**config.mk**
```make
export PLATFORM = sky130hd
export DESIGN_NAME = base64_stream_encoder
export DESIGN_NICKNAME = d
export VERILOG_FILES = /design/src/hdl/b64e_pkg.sv /design/src/hdl/b64e_front.sv /design/src/hdl/b64e_queue.sv /design/src/hdl/b64e_back.sv /design/src/hdl/base64_stream_encoder.sv
export VERILOG_INCLUDE_DIRS = /design/src /design/src/hdl
export SDC_FILE = /design/constraint.sdc
export NUM_CORES = 1
export LEC_CHECK = 0
export BUFFER_PORTS_ARGS = -buffer_cell sky130_fd_sc_hd__buf_4
export CAP_MARGIN = 20
export CELL_PAD_IN_SITES_DETAIL_PLACEMENT = 0
export CELL_PAD_IN_SITES_GLOBAL_PLACEMENT = 1
export CORE_MARGIN = 3
export CORE_UTILIZATION = 25
export DETAILED_ROUTE_END_ITERATION = 6
export PLACE_DENSITY_LB_ADDON = 0.1
export REMOVE_ABC_BUFFERS = 1
export SLEW_MARGIN = 40
export SYNTH_ARGS = -nofsm -noshare
export SYNTH_HDL_FRONTEND = slang
export SYNTH_SLANG_ARGS = --single-unit
```
**constraint.sdc**
```tcl
create_clock -name clk -period 2.4 [get_ports clk]
set_input_delay 0.24 -clock clk [delete_from_list [all_inputs] [get_ports clk]]
set_output_delay 0.24 -clock clk [all_outputs]
set_load 0.1 [all_outputs]
```
**src/hdl/base64_stream_encoder_defines.svh**
```systemverilog
// assertion macros for the base64 stream encoder
`ifndef BASE64_STREAM_ENCODER_DEFINES_SVH
`define BASE64_STREAM_ENCODER_DEFINES_SVH
`ifndef ASSERT_OFF
`define B64E_ASSERT(lbl, expr) \
  lbl: assert property (@(posedge clk) disable iff (rst) (expr)) else $error("assertion failed");
`define B64E_ASSERT_NEXT(lbl, ante, cons) \
  lbl: assert property (@(posedge clk) disable iff (rst) (ante) |=> (cons)) else $error("assertion failed");
`else
`define B64E_ASSERT(lbl, expr)
`define B64E_ASSERT_NEXT(lbl, ante, cons)
`endif
`endif

```
**src/hdl/b64e_pkg.sv**
```systemverilog
// types, constants and the sextet to ascii mapping for the base64 stream encoder
package b64e_pkg;

  localparam logic [7:0] CharUpperA = 8'd65;
  localparam logic [7:0] CharLowerA = 8'd97;
  localparam logic [7:0] CharZero   = 8'd48;
  localparam logic [7:0] CharPlus   = 8'd43;
  localparam logic [7:0] CharSlash  = 8'd47;
  localparam logic [7:0] CharPad    = 8'd61;

  typedef enum logic [1:0] {
    PHASE_FIRST  = 2'd0,
    PHASE_SECOND = 2'd1,
    PHASE_THIRD  = 2'd2
  } phase_t;

  typedef struct packed {
    logic       pad;
    logic [5:0] val;
  } sym_t;

  typedef struct packed {
    sym_t [3:0] sym;
    logic [1:0] last_idx;
    logic       last;
  } job_t;

  typedef struct packed {
    logic       busy;
    logic [1:0] idx;
    logic [1:0] last_idx;
  } back_stat_t;

  function automatic logic [7:0] sextet_char(input logic [5:0] v);
    logic [7:0] r;
    r = CharSlash;
    if (v < 6'd26) begin
      r = CharUpperA + {2'b00, v};
    end else if (v < 6'd52) begin
      r = CharLowerA + {2'b00, v} - 8'd26;
    end else if (v < 6'd62) begin
      r = CharZero + {2'b00, v} - 8'd52;
    end else if (v == 6'd62) begin
      r = CharPlus;
    end
    return r;
  endfunction

  function automatic logic [7:0] sym_char(input sym_t s);
    return s.pad ? CharPad : sextet_char(s.val);
  endfunction

endpackage

```
**src/hdl/b64e_front.sv**
```systemverilog
// front end: takes bytes, tracks group phase and builds a character job
module b64e_front (
  input  logic             clk,
  input  logic             rst,
  input  logic             in_valid,
  output logic             in_stall,
  input  logic [7:0]       data_byte,
  input  logic             last_byte,
  input  logic             q_full,
  output logic             push,
  output b64e_pkg::job_t   job
);

  b64e_pkg::phase_t phase, phase_next;
  logic [3:0]       leftover, leftover_next;

  assign in_stall = q_full;
  assign push     = in_valid && !q_full;

  always_comb begin
    job           = '0;
    phase_next    = b64e_pkg::PHASE_FIRST;
    leftover_next = 4'd0;
    job.last      = last_byte;
    case (phase)
      b64e_pkg::PHASE_SECOND: begin
        job.sym[0].val = {leftover[1:0], data_byte[7:4]};
        if (last_byte) begin
          job.sym[1].val = {data_byte[3:0], 2'b00};
          job.sym[2].pad = 1'b1;
          job.last_idx   = 2'd2;
        end else begin
          job.last_idx  = 2'd0;
          phase_next    = b64e_pkg::PHASE_THIRD;
          leftover_next = data_byte[3:0];
        end
      end
      b64e_pkg::PHASE_THIRD: begin
        job.sym[0].val = {leftover, data_byte[7:6]};
        job.sym[1].val = data_byte[5:0];
        job.last_idx   = 2'd1;
      end
      default: begin
        job.sym[0].val = data_byte[7:2];
        if (last_byte) begin
          job.sym[1].val = {data_byte[1:0], 4'b0000};
          job.sym[2].pad = 1'b1;
          job.sym[3].pad = 1'b1;
          job.last_idx   = 2'd3;
        end else begin
          job.last_idx  = 2'd0;
          phase_next    = b64e_pkg::PHASE_SECOND;
          leftover_next = {2'b00, data_byte[1:0]};
        end
      end
    endcase
  end

  always_ff @(posedge clk) begin
    if (rst) begin
      phase    <= b64e_pkg::PHASE_FIRST;
      leftover <= 4'd0;
    end else if (push) begin
      phase    <= phase_next;
      leftover <= leftover_next;
    end
  end

endmodule

```
**src/hdl/b64e_queue.sv**
```systemverilog
// small job queue between the front and back ends
module b64e_queue #(
  parameter int Depth = 2
) (
  input  logic                       clk,
  input  logic                       rst,
  input  logic                       push,
  input  b64e_pkg::job_t             push_job,
  input  logic                       pop,
  output b64e_pkg::job_t             head,
  output logic                       nonempty,
  output logic                       full,
  output logic [$clog2(Depth+1)-1:0] count
);

  localparam int PtrW = (Depth > 1) ? $clog2(Depth) : 1;
  localparam int CntW = $clog2(Depth + 1);

  b64e_pkg::job_t mem [Depth];
  logic [PtrW-1:0] wptr, rptr;
  logic            do_push, do_pop;

  assign nonempty = (count != '0);
  assign full     = (count == CntW'(Depth));
  assign do_push  = push && !full;
  assign do_pop   = pop && nonempty;
  assign head     = mem[rptr];

  always_ff @(posedge clk) begin
    if (do_push) begin
      mem[wptr] <= push_job;
    end
  end

  always_ff @(posedge clk) begin
    if (rst) begin
      wptr  <= '0;
      rptr  <= '0;
      count <= '0;
    end else begin
      if (do_push) begin
        wptr <= (wptr == PtrW'(Depth - 1)) ? '0 : wptr + 1'b1;
      end
      if (do_pop) begin
        rptr <= (rptr == PtrW'(Depth - 1)) ? '0 : rptr + 1'b1;
      end
      if (do_push && !do_pop) begin
        count <= count + 1'b1;
      end else if (do_pop && !do_push) begin
        count <= count - 1'b1;
      end
    end
  end

endmodule

```
**src/hdl/b64e_back.sv**
```systemverilog
// back end: walks a job one character per cycle into the output register while the output is not stalled
module b64e_back (
  input  logic                 clk,
  input  logic                 rst,
  input  b64e_pkg::job_t       head,
  input  logic                 q_nonempty,
  output logic                 pop,
  output logic                 out_valid,
  input  logic                 out_stall,
  output logic [7:0]           out_char,
  output logic                 out_last,
  output b64e_pkg::back_stat_t stat
);

  b64e_pkg::job_t job;
  logic           busy;
  logic [1:0]     idx;
  logic           advance, finish;

  assign advance = busy && (!out_valid || !out_stall);
  assign finish  = advance && (idx == job.last_idx);
  assign pop     = q_nonempty && (!busy || finish);

  assign stat.busy     = busy;
  assign stat.idx      = idx;
  assign stat.last_idx = job.last_idx;

  always_ff @(posedge clk) begin
    if (pop) begin
      job <= head;
    end
    if (advance) begin
      out_char <= b64e_pkg::sym_char(job.sym[idx]);
      out_last <= finish && job.last;
    end
  end

  always_ff @(posedge clk) begin
    if (rst) begin
      busy      <= 1'b0;
      idx       <= 2'd0;
      out_valid <= 1'b0;
    end else begin
      if (pop) begin
        busy <= 1'b1;
        idx  <= 2'd0;
      end else if (finish) begin
        busy <= 1'b0;
      end else if (advance) begin
        idx <= idx + 2'd1;
      end
      if (advance) begin
        out_valid <= 1'b1;
      end else if (!out_stall) begin
        out_valid <= 1'b0;
      end
    end
  end

endmodule

```
**src/hdl/base64_stream_encoder.sv**
```systemverilog
// top level of the streaming base64 encoder
//
//  channel  signals                               direction
//  input    in_valid, in_stall, data_byte, last_byte   bytes in
//  output   out_valid, out_stall, out_char, out_last   characters out
//
// one byte is taken per cycle while the job queue has room
// characters leave at one per cycle from the back end output register while out_stall is low,
// and an ordinary byte yields one or two characters, a final byte up to four
// a transferred byte passes the queue and the back end job register before its first character is registered
// reset clears the group phase, the queue and the output register
// out_stall holds the output register; the queue absorbs the front end meanwhile
`include "base64_stream_encoder_defines.svh"
module base64_stream_encoder #(
  parameter int QUEUE_DEPTH = 2
) (
  input  logic       clk,
  input  logic       rst,
  input  logic       in_valid,
  output logic       in_stall,
  input  logic [7:0] data_byte,
  input  logic       last_byte,
  output logic       out_valid,
  input  logic       out_stall,
  output logic [7:0] out_char,
  output logic       out_last
);

  localparam int CntW = $clog2(QUEUE_DEPTH + 1);

  b64e_pkg::job_t       push_job, head;
  b64e_pkg::back_stat_t bstat;
  logic                 push, pop, q_nonempty, q_full;
  logic [CntW-1:0]      q_count;

  b64e_front u_front (
    .clk       (clk),
    .rst       (rst),
    .in_valid  (in_valid),
    .in_stall  (in_stall),
    .data_byte (data_byte),
    .last_byte (last_byte),
    .q_full    (q_full),
    .push      (push),
    .job       (push_job)
  );

  b64e_queue #(
    .Depth (QUEUE_DEPTH)
  ) u_queue (
    .clk      (clk),
    .rst      (rst),
    .push     (push),
    .push_job (push_job),
    .pop      (pop),
    .head     (head),
    .nonempty (q_nonempty),
    .full     (q_full),
    .count    (q_count)
  );

  b64e_back u_back (
    .clk        (clk),
    .rst        (rst),
    .head       (head),
    .q_nonempty (q_nonempty),
    .pop        (pop),
    .out_valid  (out_valid),
    .out_stall  (out_stall),
    .out_char   (out_char),
    .out_last   (out_last),
    .stat       (bstat)
  );

  `B64E_ASSERT(a_queue_bound, q_count <= CntW'(QUEUE_DEPTH))
  `B64E_ASSERT(a_idx_bound, !bstat.busy || (bstat.idx <= bstat.last_idx))
  `B64E_ASSERT_NEXT(a_transfer_pending, in_valid && !in_stall, (q_count != '0) || bstat.busy)

endmodule

```
==> flow_metrics.py <==
metrics = {
    "worst_setup_path": {
        "cp_cell_sequence": "mux2i_2 > nor2_1 > inv_1 > ha_1 > nand3b_1 > o22ai_4 > a21o_4 > mux2i_1 > o221ai_1",
        "required_ns": 2.46,
        "crit_cells": 9,
        "path_class": "register to register",
        "setup.worst_path.start_class": "register",
        "worstPathArrival_ns": 2.26,
        "crit_family": "compound AO/OA/AOI/OAI gates",
        "timing.critical_path.buf_inv": 1,
        "critPathMaxStageDelay_ns": 0.44,
        "startpoint": "u_back.idx[0]",
        "reg2reg_depth": 9,
        "slowest_stage": "dfxtp_2",
        "regToRegStartpoint": "u_back.idx[0]",
        "critical_path.max_fanout": 7,
        "endpoint_kind": "register",
    },
    "timing": {
        "rsz0062_at_grt": "no",
        "report.final.hold_viol_count": 0,
        "fmax_ghz": 0.454,
        "period_minus_slack_ns": 2.20,
        "tightestPinTransition_ns": 0.480,
        "setup_violations": 0,
        "relSlewSlack_pct": 68.0,
        "finClkSkew_ns": 0.0100,
        "period_share_pct": 91.8,
        "slew_viol_final": 0,
        "setup_ws_ns": 0.197,
        "holdWs_ns": 0.157,
    },
    "yosys": {
        "synth_seq_area_share_pct": 56.5,
        "synthFlopType": "edfxtp_1",
        "synth_async_sr_flop_share_pct": 0,
        "synthSimpleGateAreaFrac_pct": 11.7,
        "synth_cells": 297,
        "synth_fa_ha_area_share_pct": 4.08,
        "synth_compound_area_share_pct": 13.2,
        "synth_top_family_by_area": "compound AO/OA/AOI/OAI gates",
        "yosys_warnings": 0,
        "yosysTopAreaCell": "edfxtp_1",
        "avgSynthCellArea_um2": 12.4,
        "synth_top_area_share_pct": 48.9,
        "synth-edff-count": 60,
        "ys_top_cells_by_area": "edfxtp_1 49%, dfxtp_1 7.6%, mux2_2 5.2%, ha_1 4.1%, nor2_1 3.2%",
        "synth_xor_area_share_pct": 2.65,
        "ys_types": 65,
        "netlist_area_um2": 3680,
        "synth-seq-cells": 74,
        "synth.area.mux_share_pct": 8.19,
    },
    "clock_tree": {
        "cts_sinks": 74,
        "cts_resized": 0,
        "cts_tree": "yes",
        "cts_buffer_depth": 2,
        "cts_buffers": 9,
        "root_buffer": "clkbuf_16",
        "cts_max_level": 3,
        "postCtsSetupBuffers": 0,
        "clk_pin_slew_ns": 0.06,
        "insertion_delay_ns": 0.34,
        "cts_hold_buf": 0,
    },
    "drt": {
        "drt_iter0_drc": 128,
        "drtPass1Iterations": 4,
        "viasPerCell": 4.50,
        "drc_errors": 0,
        "postRouteWirelength_um": 7740,
        "ant_nets": 0,
        "vias": 2391,
        "wl_per_cell_um": 14.6,
    },
    "pwr": {
        "leakage_nw": 1.63,
        "total_power_mw": 6.31,
        "peakVddDrop_v": 0.000389,
        "p_per_area_nw_per_um2": 1410,
    },
    "die": {
        "rows": 43,
        "start_util_pct": 26.0,
        "dieWidth_um": 127,
        "pin_count": 24,
        "die-area_um2": 16200,
        "core_um2": 14100,
        "dieHeight_um": 127,
    },
    "finish": {
        "utilization_pct": 31.7,
        "layout.nets": 371,
        "area_growth_pct": 21.8,
        "n_antenna_cell": 0,
        "final_cells": 531,
        "nFillCells": 1447,
        "drive_gt1_share_pct": 29.6,
    },
    "grt": {
        "gr-usage-all-layers_pct": 10.4,
        "grt_pass1_vias": 2514,
        "grt_max_degree": 21,
        "antenna_found_initial": 0,
        "grt_pass1_wl_um": 13000,
        "grt.overflow.total": 0,
    },
    "worst_hold_path": {
        "whs_path_depth": 3,
        "worstHoldPathType": "input pin to register",
        "hp-start": "out_stall",
    },
    "placed_design": {
        "io_buffers": 23,
        "dp_cells": 515,
        "dp_hpwl_um": 5780,
        "place_ws_ns": 0.0699,
        "place_congestion": 0.786,
    },
    "job": {
        "max_cap_viol_count": 0,
    },
    "outcome": {
        "status": "finished clean",
    },
}
[state kept, by name, indices dropped and copies added (netlist names)]
| register | count |
|---|---|
| u_queue.mem | 34 |
| u_back.job | 15 |
| u_back.out_char | 8 |
| u_front.leftover | 4 |
| u_back.idx | 2 |
| u_back.stat | 2 |
| u_front.phase | 2 |
| u_queue.count | 2 |
| u_back.busy | 1 |
| u_back.out_last | 1 |
| u_back.out_valid | 1 |
| u_queue.rptr | 1 |
| u_queue.wptr | 1 |
[logic make-up after synthesis]
family                     after synthesis
AOI/OAI and AO/OA                       65
xor gates and xnor gates                 9
adders and majority gates               12
buffers and inverters                   28
DFF                                     74
muxes                                   25
and+or+nand+nor                         84
[power by group]
part / internal, mW / switching (mW)
Sequential: 1.88 / 0.191
Clock: 0.701 / 0.522
Combinational: 1.19 / 1.84
Total: 3.77 / 2.55
[metrics by stage]
step	instance area (µm²)	TNS, ns
6_report	4490	0
5_1_grt	4490	0
4_1_cts	4480	0
3_5_place_dp	4210	0
3_3_place_gp	4210	0
2_1_floorplan	3600	-2.05
[layout by cell type (no fill, tap or decap), types with 4 or more instances in the layout]
cell,count
edfxtp_1,60
nor2_1,31
nand3b_1,4
nor3_1,5
a22oi_1,10
nor2b_1,4
xor2_1,6
buf_4,51
ha_1,12
inv_1,14
mux2_2,17
nand2_1,18
o21ai_0,13
a21oi_1,9
clkbuf_16,9
nand3_1,4
dfxtp_1,13
mux2i_1,4
[layout make-up]
type | instances | area [µm²] | share of cell area (%)
sequential | 74 | 2080 | 46.4
timing repair buffer | 51 | 383 | 8.54
inverter | 15 | 56.3 | 1.26
clock inverter | 6 | 42.5 | 0.948
multi-input combinational | 195 | 1470 | 32.7
clock buffer | 10 | 229 | 5.10
tap | 180 | 225 | 5.02
[Yosys cell counts (6+ instances only)]
master,n
dfxtp_1,14
clkbuf_1,8
mux2_2,17
o21ai_0,14
a21oi_1,9
xor2_1,6
inv_1,14
nor2_1,31
nand2_1,18
a22oi_1,10
ha_1,12
edfxtp_1,60
[worst paths after layout]
kind | end | slack, ns
max | u_back.out_char[2] | 0.20
min | u_back.out_valid | 0.16
min reg2reg | u_queue.count[1] | 0.50
max reg2reg | u_back.out_char[2] | 0.20
[tightest hold or removal path, delay by kind of cell]
family / cells / cell delay, ns
compound gates: 1 / 0.05
buf+inv: 1 / 0.09
simple gates: 1 / 0.07
[metal layers]
metal	vias to the layer above	global-route usage (%)	routed length, µm
met5	-	0	0
met4	0	4.86	166
met3	11	3.51	335
met2	46	17.3	3810
met1	1133	12.2	3430
li1	1201	-	-
Power figures use the tool's default switching activity.
